**config.mk**
```make
export PLATFORM = sky130hd
export DESIGN_NAME = modular_exponentiation
export DESIGN_NICKNAME = d
export VERILOG_FILES = /design/src/rtl/modexp_pkg.sv /design/src/rtl/modular_exponentiation.sv
export SDC_FILE = /design/constraint.sdc
export NUM_CORES = 1
export LEC_CHECK = 0
export BUFFER_PORTS_ARGS = -buffer_cell sky130_fd_sc_hd__buf_4
export CORE_MARGIN = 2
export CORE_UTILIZATION = 50
export DETAILED_ROUTE_END_ITERATION = 7
export PLACE_DENSITY = 0.71
export SETUP_SLACK_MARGIN = 0.05
export SLEW_MARGIN = 10
export SYNTH_ARGS = -nofsm -noshare
export SYNTH_HDL_FRONTEND = slang
export SYNTH_SLANG_ARGS = --single-unit
```
**constraint.sdc**
```tcl
create_clock -name clk -period 7.3 [get_ports clk]
set_input_delay 0.365 -clock clk [delete_from_list [all_inputs] [get_ports clk]]
set_output_delay 0.365 -clock clk [all_outputs]
set_load 0.05 [all_outputs]
```
**src/rtl/modexp_pkg.sv**
```systemverilog
// ----------------------------------------------------------------------------
// modexp_pkg
// Shared widths for the modular exponentiation block and its checker.
// ----------------------------------------------------------------------------
package modexp_pkg;

	// width of base_value, exponent, modulus register and power_result
	localparam int DATA_W = 32;
	// input beat carries base_value and exponent
	localparam int IN_W = 2 * DATA_W;
	// counter over the bits of one serial pass
	localparam int CNT_W = $clog2(DATA_W);

endpackage

```
**src/rtl/modular_exponentiation.sv**
```systemverilog
// ----------------------------------------------------------------------------
// modular_exponentiation
// Left-to-right binary square-and-multiply, base^exponent mod modulus.
// ----------------------------------------------------------------------------
// The block handles one item at a time. An accepted beat first reduces the
// base modulo the modulus, one base bit per cycle. It then walks all EXP_BITS
// exponent bits from the top: a squaring, and a multiply by the base where the
// bit is set. Each modular multiplication runs in one shared bit-serial unit
// (shift-and-add with one conditional subtract per doubling and per add). An
// exponent of zero returns 1. The finished result waits in an output register,
// so the next item is taken while it is still unread. A modulus register value
// of zero acts as 2^MOD_BITS. The user must write the modulus only while the
// block idles; the block itself does not enforce it.
module modular_exponentiation
	import modexp_pkg::*;
#(
	parameter int MOD_BITS = 32,
	parameter int EXP_BITS = 32
) (
	input  logic              clk,
	input  logic              arst_n,
	// configuration write channel
	input  logic              cfg_valid,
	output logic              cfg_ready,
	input  logic [DATA_W-1:0] cfg_data,        // modulus
	// input stream
	input  logic              s_axis_tvalid,
	output logic              s_axis_tready,
	input  logic [IN_W-1:0]   s_axis_tdata,    // [31:0] base_value, [63:32] exponent
	// result stream
	output logic              m_axis_tvalid,
	input  logic              m_axis_tready,
	output logic [DATA_W-1:0] m_axis_tdata     // [31:0] power_result
);

	localparam int ECW = $clog2(EXP_BITS + 1);

	localparam logic [2:0] ST_IDLE   = 3'd0;
	localparam logic [2:0] ST_REDUCE = 3'd1;
	localparam logic [2:0] ST_SQR    = 3'd2;
	localparam logic [2:0] ST_MUL    = 3'd3;
	localparam logic [2:0] ST_FINISH = 3'd4;

	logic [2:0]          state_q;
	logic [MOD_BITS-1:0] modulus_q;
	logic [MOD_BITS-1:0] r_q;
	logic [MOD_BITS-1:0] acc_q;
	logic [MOD_BITS-1:0] base_q;
	logic [DATA_W-1:0]   bsh_q;
	logic [EXP_BITS-1:0] exp_q;
	logic [ECW-1:0]      ecnt_q;
	logic [CNT_W-1:0]    cnt_q;
	logic                out_valid_q;
	logic [DATA_W-1:0]   out_data_q;

	logic [MOD_BITS:0]   m_ext;
	logic [MOD_BITS:0]   dbl;
	logic [MOD_BITS:0]   dbl_red;
	logic [MOD_BITS:0]   addend;
	logic [MOD_BITS:0]   sum;
	logic [MOD_BITS:0]   sum_red;
	logic [MOD_BITS-1:0] step_val;
	logic [MOD_BITS-1:0] a_sel;
	logic                bit_in;
	logic                in_beat;
	logic                out_beat;
	logic                pass_done;
	logic [IN_W-1:0]     exp_ext;
	logic [EXP_BITS-1:0] exp_in;

	assign cfg_ready     = 1'b1;
	assign s_axis_tready = (state_q == ST_IDLE);
	assign m_axis_tvalid = out_valid_q;
	assign m_axis_tdata  = out_data_q;

	assign in_beat  = s_axis_tvalid && s_axis_tready;
	assign out_beat = out_valid_q && m_axis_tready;

	// exponent keeps only its low EXP_BITS bits, zero extended above 32
	assign exp_ext = IN_W'(s_axis_tdata[IN_W-1:DATA_W]);
	assign exp_in  = exp_ext[EXP_BITS-1:0];

	// effective modulus, zero register value means 2^MOD_BITS
	assign m_ext = (modulus_q == '0) ? {1'b1, {MOD_BITS{1'b0}}} : {1'b0, modulus_q};

	// one serial step: r = 2r mod m, then r = r + addend mod m
	always_comb begin
		a_sel   = (state_q == ST_MUL) ? base_q : acc_q;
		bit_in  = (state_q == ST_REDUCE) ? bsh_q[DATA_W-1] : bsh_q[MOD_BITS-1];
		dbl     = {r_q, 1'b0};
		dbl_red = (dbl >= m_ext) ? (dbl - m_ext) : dbl;
		if (state_q == ST_REDUCE) begin
			addend = (MOD_BITS+1)'(bit_in);
		end else begin
			addend = bit_in ? {1'b0, a_sel} : '0;
		end
		sum      = dbl_red + addend;
		sum_red  = (sum >= m_ext) ? (sum - m_ext) : sum;
		step_val = sum_red[MOD_BITS-1:0];
	end

	assign pass_done = (state_q == ST_REDUCE) ? (cnt_q == CNT_W'(DATA_W - 1))
	                                          : (cnt_q == CNT_W'(MOD_BITS - 1));

	// modulus register
	always_ff @(posedge clk or negedge arst_n) begin
		if (!arst_n) begin
			modulus_q <= MOD_BITS'(1);
		end else if (cfg_valid && cfg_ready) begin
			modulus_q <= cfg_data[MOD_BITS-1:0];
		end
	end

	// sequencer: base reduction, then square and multiply per exponent bit
	always_ff @(posedge clk or negedge arst_n) begin
		if (!arst_n) begin
			state_q <= ST_IDLE;
		end else begin
			case (state_q)
				ST_IDLE: begin
					if (in_beat) begin
						state_q <= (exp_in == '0) ? ST_FINISH : ST_REDUCE;
					end
				end
				ST_REDUCE: begin
					if (pass_done) begin
						state_q <= ST_SQR;
					end
				end
				ST_SQR: begin
					if (pass_done) begin
						if (exp_q[EXP_BITS-1]) begin
							state_q <= ST_MUL;
						end else if (ecnt_q == '0) begin
							state_q <= ST_FINISH;
						end else begin
							state_q <= ST_SQR;
						end
					end
				end
				ST_MUL: begin
					if (pass_done) begin
						state_q <= (ecnt_q == '0) ? ST_FINISH : ST_SQR;
					end
				end
				ST_FINISH: begin
					if (!out_valid_q || m_axis_tready) begin
						state_q <= ST_IDLE;
					end
				end
				default: begin
					state_q <= ST_IDLE;
				end
			endcase
		end
	end

	// datapath registers of the serial unit
	always_ff @(posedge clk) begin
		case (state_q)
			ST_IDLE: begin
				if (in_beat) begin
					bsh_q  <= s_axis_tdata[DATA_W-1:0];
					exp_q  <= exp_in;
					ecnt_q <= ECW'(EXP_BITS - 1);
					acc_q  <= MOD_BITS'(1);
					r_q    <= '0;
					cnt_q  <= '0;
				end
			end
			ST_REDUCE: begin
				if (pass_done) begin
					base_q <= step_val;
					r_q    <= '0;
					cnt_q  <= '0;
					bsh_q  <= DATA_W'(acc_q);
				end else begin
					r_q   <= step_val;
					cnt_q <= cnt_q + 1'b1;
					bsh_q <= bsh_q << 1;
				end
			end
			ST_SQR, ST_MUL: begin
				if (pass_done) begin
					acc_q <= step_val;
					r_q   <= '0;
					cnt_q <= '0;
					bsh_q <= DATA_W'(step_val);
					// move to the next exponent bit unless a multiply follows
					if (state_q == ST_MUL || !exp_q[EXP_BITS-1]) begin
						exp_q <= exp_q << 1;
						if (ecnt_q != '0) begin
							ecnt_q <= ecnt_q - 1'b1;
						end
					end
				end else begin
					r_q   <= step_val;
					cnt_q <= cnt_q + 1'b1;
					bsh_q <= bsh_q << 1;
				end
			end
			default: begin
			end
		endcase
	end

	// output register
	always_ff @(posedge clk or negedge arst_n) begin
		if (!arst_n) begin
			out_valid_q <= 1'b0;
		end else if (state_q == ST_FINISH && (!out_valid_q || m_axis_tready)) begin
			out_valid_q <= 1'b1;
		end else if (out_beat) begin
			out_valid_q <= 1'b0;
		end
	end

	always_ff @(posedge clk) begin
		if (state_q == ST_FINISH && (!out_valid_q || m_axis_tready)) begin
			out_data_q <= DATA_W'(acc_q);
		end
	end

endmodule

```
# [Word-level counts from Yosys, hierarchy flattened]
# Index checks and enable logic that the tools add are counted.
[op_classes] n_reduce_logical=25 n_lt_le_gt_ge=2 mux=39 eq_ne=13 add_sub_neg=5
[op_table] operator="2-to-1 mux 32 bit" count=13
[op_table] operator="one-hot mux 32 bit (2 select lines)" count=3
[op_table] operator="2-to-1 mux 33 bit" count=3
[op_table] operator="one-hot mux 32 bit (3 select lines)" count=1
[op_table] operator=">= comparator 33 bit" count=2
[op_table] operator="logical NOT 32 bit" count=2
[op_table] operator="adder 33 bit" count=1
[op_table] operator="subtractor 33 bit" count=1
[op_table] operator="subtractor 32 bit" count=1
[op_table] operator="2-to-1 mux 3 bit" count=8
[op_table] operator="2-to-1 mux 6 bit" count=4
[op_table] operator="one-hot mux 3 bit (5 select lines)" count=1
[op_table] operator="!= test 2 bit, second input constant" count=7
[op_table] operator="one-hot mux 6 bit (2 select lines)" count=1
[op_table] operator="2-to-1 mux 5 bit" count=2
[op_table] operator="one-hot mux 5 bit (2 select lines)" count=1
[op_table] operator="AND reduction 5 bit" count=2
[op_table] operator="== test 3 x 2 -> 1 bit, second input constant" count=2
[op_table] operator="logical NOT 6 bit" count=1
[op_table] operator="AND reduction 2 bit" count=3
[op_table] operator="nonzero test 2 bit" count=3
[op_table] operator="nonzero test 6 bit" count=1
[op_table] operator="subtractor 6 x 1 -> 6 bit, second input constant" count=1
[op_table] operator="adder 5 x 1 -> 5 bit, second input constant" count=1
[op_table] operator="other kinds (14)" count=19
[totals] word_cells=95 inputBits=101 register_bits=239

# [Longest topological paths before layout]
[logic_depth] depth_word=9 mapped_depth=36 depth_no_buf=30

# [Least setup slack after synthesis]
# Ideal clock, no wire load.
[synth_timing] path_kind="register to register" start="reg r_q[13]" end="reg bsh_q[14], data pin" n_path_buf=5 stages_incl_launch_ff=33 required_time_ns=7.034 slack_ns=0.307 arrival_time_ns=6.727 setup_ns=0.266 cell_sequence="edfxtp_1 -> ha_1 -> clkbuf_1 -> a211oi_1 -> o21ai_0 -> a221o_1 -> nand4_1 -> o2111ai_1 -> nand2_1 -> a211o_1 -> buf_2 -> buf_2 -> mux2_2 -> fa_1 -> a21oi_1 -> o22ai_1 -> o41ai_2 -> a211oi_1 -> or2_1 -> a21oi_1 -> xnor2_1 -> ha_1 -> a21o_1 -> or3_1 -> a21oi_1 -> nor3_1 -> a41o_1 -> o211ai_2 -> nand2_1 -> buf_6 -> buf_12 -> mux2i_4 -> o21ai_1"
[synth_via] elab_chain_cells=7 word_cells_on_any_way=9 classes_between="add/sub (3); order compare (2); mux (4)"
[synth_lines] item="start, declared" line_no="modular_exponentiation.sv:46" rtl="logic [MOD_BITS-1:0] r_q;"
[synth_lines] item="start signal, assigned" line_no="modular_exponentiation.sv:178" rtl="r_q <= step_val;"
[synth_lines] item="start signal, assigned" line_no="modular_exponentiation.sv:197" rtl="r_q <= step_val;"
[synth_lines] item="subtractor 33 bit or >= comparator 33 bit (tied branches)" line_no="modular_exponentiation.sv:91" rtl="dbl_red = (dbl >= m_ext) ? (dbl - m_ext) : dbl;"
[synth_lines] item="2-to-1 mux 33 bit *" line_no="modular_exponentiation.sv:91"
[synth_lines] item="adder 33 bit *" line_no="modular_exponentiation.sv:97" rtl="sum = dbl_red + addend;"
[synth_lines] item="subtractor 32 bit or >= comparator 33 bit (tied branches)" line_no="modular_exponentiation.sv:98" rtl="sum_red = (sum >= m_ext) ? (sum - m_ext) : sum;"
[synth_lines] item="2-to-1 mux 32 bit *" line_no="modular_exponentiation.sv:98"
[synth_lines] item="2-to-1 mux 32 bit *" line_no="modular_exponentiation.sv:184" rtl="if (pass_done) begin"
[synth_lines] item="one-hot mux 32 bit (3 select lines) *" line_no="modular_exponentiation.sv:160" rtl="case (state_q)"
[synth_lines] item="end signal, assigned" line_no="modular_exponentiation.sv:163" rtl="bsh_q <= s_axis_tdata[DATA_W-1:0];"
[synth_lines] item="end signal, assigned" line_no="modular_exponentiation.sv:180" rtl="bsh_q <= bsh_q << 1;"
[synth_lines] item="end signal, assigned" line_no="modular_exponentiation.sv:188" rtl="bsh_q <= DATA_W'(step_val);"
[synth_lines] item="end, declared" line_no="modular_exponentiation.sv:49" rtl="logic [DATA_W-1:0] bsh_q;"
# Mark *: on every way between the ends. The rest lies on a longest branch, timed or not.
# A chain may end at the register's enable or synchronous reset.

# [Worst setup path in the final report]
[layout_timing] start="reg modulus_q[3]" end="reg bsh_q[26], data pin"
[layout_via] elab_chain_cells=9 word_cells_on_any_way=11 classes_between="add/sub (3); order compare (2); mux (5); reduce/logical (1)"
[layout_lines] item="start, declared" line_no="modular_exponentiation.sv:45" rtl="logic [MOD_BITS-1:0] modulus_q;"
[layout_lines] item="start signal, assigned" line_no="modular_exponentiation.sv:110" rtl="modulus_q <= cfg_data[MOD_BITS-1:0];"
[layout_lines] item="logical NOT 32 bit" line_no="modular_exponentiation.sv:84" rtl="assign m_ext = (modulus_q == '0) ? {1'b1, {MOD_BITS{1'b0}}} : {1'b0, modulus_q};"
[layout_lines] item="2-to-1 mux 33 bit *" line_no="modular_exponentiation.sv:84"
[layout_lines] item="subtractor 33 bit or >= comparator 33 bit (tied branches)" line_no="modular_exponentiation.sv:91"
[layout_lines] item="2-to-1 mux 33 bit" line_no="modular_exponentiation.sv:91"
[layout_lines] item="adder 33 bit" line_no="modular_exponentiation.sv:97"
[layout_lines] item="subtractor 32 bit or >= comparator 33 bit (tied branches)" line_no="modular_exponentiation.sv:98"
[layout_lines] item="2-to-1 mux 32 bit *" line_no="modular_exponentiation.sv:98"
[layout_lines] item="2-to-1 mux 32 bit *" line_no="modular_exponentiation.sv:184"
[layout_lines] item="one-hot mux 32 bit (3 select lines) *" line_no="modular_exponentiation.sv:160"
# Marks and branches as above.

==> results by stage <==
GRT:
- The number of antenna violations at the first check in global routing is 0.
- The largest net degree at the start of global routing is 66.
- The first global-routing pass estimated just under 80000 um of wire.
- The via count of the first global-routing pass is 14455.
- Global routing used between 30% and 40% of the available tracks across all layers.
- Global routing finished with a remaining overflow of 0.

Hold path:
- The end of the worst hold path is modulus_q[28]$_DFFE_PN0P_.
- The worst hold path belongs to the class input pin to flip-flop.
- The startpoint identified for the worst hold timing path is cfg_data[28].
- The worst hold path passes through 3 cells.

Clock network:
- The deepest clock path buffer count is 3.
- The clock tree root driver cell is sky130_fd_sc_hd__clkbuf_16.
- For the worst-skew pair, the clock arrives at the later sink with an insertion delay of 570 ps.
- The clock sink count is ~240.
- In this run the number of H-tree levels came out at 1.
- TritonCTS built the clock tree.
- The number of clock buffers inserted by TritonCTS is 26.
- The clock-pin slew on the worst setup and hold paths is 70 ps.

Detailed routing:
- The violation count after the first detailed-routing iteration is roughly 1400.
- After detailed routing, the number of remaining DRC violations is 0.
- Before antenna repair, the detailed router went through 6 iterations.
- The number of routed nets with antenna violations is 0.
- The total via count in the routed design is around 15000.
- The overall routed net length is ~52000 um.
- The average wire length per cell after detail routing is 20.43 um.
- The post-detailed-route via-to-cell ratio is between 5 and 6.

Worst setup path:
- The slowest stage of the critical path belongs to the cell sky130_fd_sc_hd__fa_2.
- The startpoint of the worst register-to-register path is modulus_q[3]$_DFFE_PN0P_.
- The kind of capture point of the worst setup path is a flip-flop.
- Data arrives at the worst endpoint at 7430 ps.
- The required time of the worst setup path is 7590 ps.
- The maximum fanout along the worst path is 8.
- The start-to-end type of the worst setup path is flip-flop to flip-flop.
- The cell repeated most along the worst path is sky130_fd_sc_hd__buf_4.
- STA classifies the critical path startpoint as a flip-flop.
- The capturing point of the worst reg2reg path is bsh_q[26]$_DFFE_PP_.
- For the worst flop-to-flop path, the logic depth is 32.
- For this run, the slowest stage of the critical path takes 400 ps.
- For flop-to-flop paths, the worst setup slack is ~160 ps.

Placed design:
- The congestion estimate from routability-driven global placement came to about 0.96.
- The worst setup slack after placement is -686.2 ps.
- Once placement finished, the instance area stood at 0.01947 mm^2.
- The HPWL after detailed placement is between 30000 and 40000 um.
- During placement, the flow inserted port buffers numbering between 100 and 150.

STA:
- The number of pins exceeding their max-slew limit in the final report was 0.
- Static timing analysis puts the maximum clock frequency at 140.0 MHz.
- The smallest clock period supported by the final layout is computed as ~7000 ps.
- The number of setup violations in the final report is 0.
- At the pin with the least slew margin, the transition time is between 1000 and 1500 ps.
- Between clock sinks in the finished design, the worst skew comes to around 22 ps.
- Setup repair after global routing could not meet its margin everywhere.
- The final worst slack is ~160 ps.
- The worst slew slack as a fraction of its limit is roughly a third.
- The number of hold-slack violations in the final timing report came to 0.
- After layout, the worst path uses between 90% and 100% of the clock period.

Synth:
- The biggest area consumer among synthesized cells is sky130_fd_sc_hd__edfxtp_1.
- The register bit count reported by yosys is around 240.
- By area the synthesized netlist is led by sky130_fd_sc_hd__edfxtp_1 38%, sky130_fd_sc_hd__ha_1 8.0%, sky130_fd_sc_hd__nand2_1 6.6%, sky130_fd_sc_hd__dfrtp_1 5.5%, sky130_fd_sc_hd__o21ai_0 4.5%.
- In this run, synthesis inferred 203 flip-flops with an integrated enable.
- The synthesized netlist cell count is 1722.
- After synthesis, flip-flops and latches occupy a little over two fifths of the total area.
- The number of distinct library cell variants in the gate-level netlist after synthesis is 77.
- The netlist area before placement is 0.01601 mm^2.
- The top cell type by area accounts for a little under two fifths of the synthesized area.
- The count of warnings emitted by yosys is 0.
- The mean instance size in the synthesized netlist is approximately 9.3 um^2.
- In the synthesized netlist the async set-or-reset flop fraction comes to between 10% and 20%.
- The main flop type after synthesis is sky130_fd_sc_hd__edfxtp_1.
- The net count after synthesis is just under 2000.

Final layout:
- Registers take 0.006999 mm^2.
- 0 antenna diodes ended up in the layout.
- For this run, the share of the core covered by cells in the final layout is approximately 67%.
- In the final layout, the share of cells above drive strength 1 is 29.67%.
- The commonest non-fill, non-tap cell in the layout is sky130_fd_sc_hd__buf_4.
- The post-layout net count is 2325.
- In the layout the commonest cells are 443 x sky130_fd_sc_hd__buf_4, 281 x sky130_fd_sc_hd__nand2_1, 203 x sky130_fd_sc_hd__edfxtp_1.
- The count of filler cells inserted in the layout is around 2600.
- The relative area change from synthesis to final layout is 32.96%.
- In the final layout, the multi-input gates occupy 0.009109 mm^2.
- After routing the design area is between 0.02 and 0.025 mm^2.

Die:
- The number of I/O pins is 136.
- In this run the core area contains 65 standard-cell rows.
- The core area is 0.03156 mm^2.
- For this configuration, the core starts out at a cell density of between 50% and 60%.
- The die boundary width is approximately 180 um.
- The die covers 0.03346 mm^2.
- From bottom edge to top edge, the die measures between 150 and 200 um.

Outcome:
- The flow ran to the end, and the final reports show no timing, DRC or antenna violations.

Flow run:
- Across the run, the number of max-cap violations was 0.
==> state kept, by name, summed over array words and instances, names as in the netlist, 3 cells and up <==
signal and cells:
acc_q 32, base_q 32, bsh_q 32, cnt_q 5, ecnt_q 6, exp_q 32, m_axis_tdata 32, modulus_q 32
r_q 32, state_q 3
==> repair_timing <==
item,in CTS,in global routing
endpoints found under the hold margin,39,0
pin swaps,5,53
setup endpoints to repair,128,128
hold buffers,5,0
setup buffers,3,16
gates cloned,0,2
resized for setup,43,123
==> worst max-delay path: cells and delay by family, from the launching register on <==
family          cells  cell delay (ps)
flops               1              390
buf+inv             6             1020
compound gates     12             2110
xor+xnor            1              160
mux                 1              240
simple gates        8             1880
fa+ha+maj           4             1050
==> cell families after synthesis <==
| group | count (synthesis) | share of synthesized area, % |
|---|---|---|
| AOI/OAI and AO/OA | 493 | 19.50 |
| xor gates and xnor gates | 81 | 4.432 |
| adders and majority gates | 105 | 8.348 |
| buffers and inverters | 179 | 4.448 |
| DFF | 239 | 43.72 |
| muxes | 26 | 2.494 |
| other | 1 | 0.02343 |
| and+or+nand+nor | 598 | 17.04 |
==> per-layer routing <==
layer / up-vias / GRT usage [%] / part of all wire [%]
met3: 87 / 5.044 / 8.4
met4: 0 / 8.576 / 2.5
met5: - / 0 / 0
met2: 615 / 49.92 / 47
li1: 7058 / - / -
met1: 7081 / 40.85 / 42
==> final cells by class <==
| cell class | instances | area share, % |
|---|---|---|
| Clock buffer | 33 | 3.228 |
| Clock inverter | 13 | 0.4938 |
| Inverter | 90 | 1.587 |
| Multi-Input combinational cell | 1304 | 42.80 |
| Sequential cell | 239 | 32.89 |
| Tap cell | 402 | 2.363 |
| Timing Repair Buffer | 458 | 16.64 |
==> stage by stage <==
| step | instances | hold WS [ps] | setup TNS (ps) |
|---|---|---|---|
| 6_report | 2539 | 14.38 | 0 |
| 5_1_grt | 2539 | 18.27 | -1589 |
| 4_1_cts | 2521 | 1.237 | 0 |
| 3_5_place_dp | 2467 | 414.2 | -57290 |
| 3_3_place_gp | 2467 | 406.5 | -52750 |
| 2_1_floorplan | 1722 | 69.41 | 0 |
==> cell usage after synthesis, types with 8 or more instances <==
cell,n
sky130_fd_sc_hd__nand2_1,283
sky130_fd_sc_hd__edfxtp_1,203
sky130_fd_sc_hd__o21ai_0,143
sky130_fd_sc_hd__nor2_1,129
sky130_fd_sc_hd__a21oi_1,124
sky130_fd_sc_hd__ha_1,102
sky130_fd_sc_hd__inv_1,90
sky130_fd_sc_hd__clkbuf_1,74
sky130_fd_sc_hd__a21o_1,52
sky130_fd_sc_hd__xor2_1,41
sky130_fd_sc_hd__xnor2_1,40
sky130_fd_sc_hd__dfrtp_1,35
sky130_fd_sc_hd__nor3b_1,32
sky130_fd_sc_hd__a221oi_1,30
sky130_fd_sc_hd__nand4_1,26
sky130_fd_sc_hd__nand3_1,21
sky130_fd_sc_hd__o21a_1,20
sky130_fd_sc_hd__nor2b_1,18
sky130_fd_sc_hd__nor4_1,17
sky130_fd_sc_hd__o21ai_1,17
sky130_fd_sc_hd__nor3_1,16
sky130_fd_sc_hd__a211oi_1,15
sky130_fd_sc_hd__nand2b_1,13
sky130_fd_sc_hd__and3_1,11
sky130_fd_sc_hd__mux2i_1,11
sky130_fd_sc_hd__and2_1,10
sky130_fd_sc_hd__mux2i_4,10
sky130_fd_sc_hd__o21bai_1,9
sky130_fd_sc_hd__or3_1,9
sky130_fd_sc_hd__a211o_1,8
sky130_fd_sc_hd__a31oi_1,8
sky130_fd_sc_hd__buf_2,8
==> worst max path at each step <==
stage	from	to	slack, ps	cells past startpoint
floorplan	r_q[13]$_SDFFCE_PP0P_	bsh_q[14]$_DFFE_PP_	310	32
CTS	modulus_q[7]$_DFFE_PN0P_	bsh_q[24]$_DFFE_PP_	50	30
detailed placement	modulus_q[1]$_DFFE_PN0P_	bsh_q[17]$_DFFE_PP_	-690	29
global route	r_q[16]$_SDFFCE_PP0P_	bsh_q[31]$_DFFE_PP_	-70	33
global placement	modulus_q[3]$_DFFE_PN0P_	bsh_q[17]$_DFFE_PP_	-620	30
finish	modulus_q[3]$_DFFE_PN0P_	bsh_q[26]$_DFFE_PP_	160	32
Power is not shown: default switching activity piles up to over one toggle a cycle in this logic, so the estimate is an artifact.
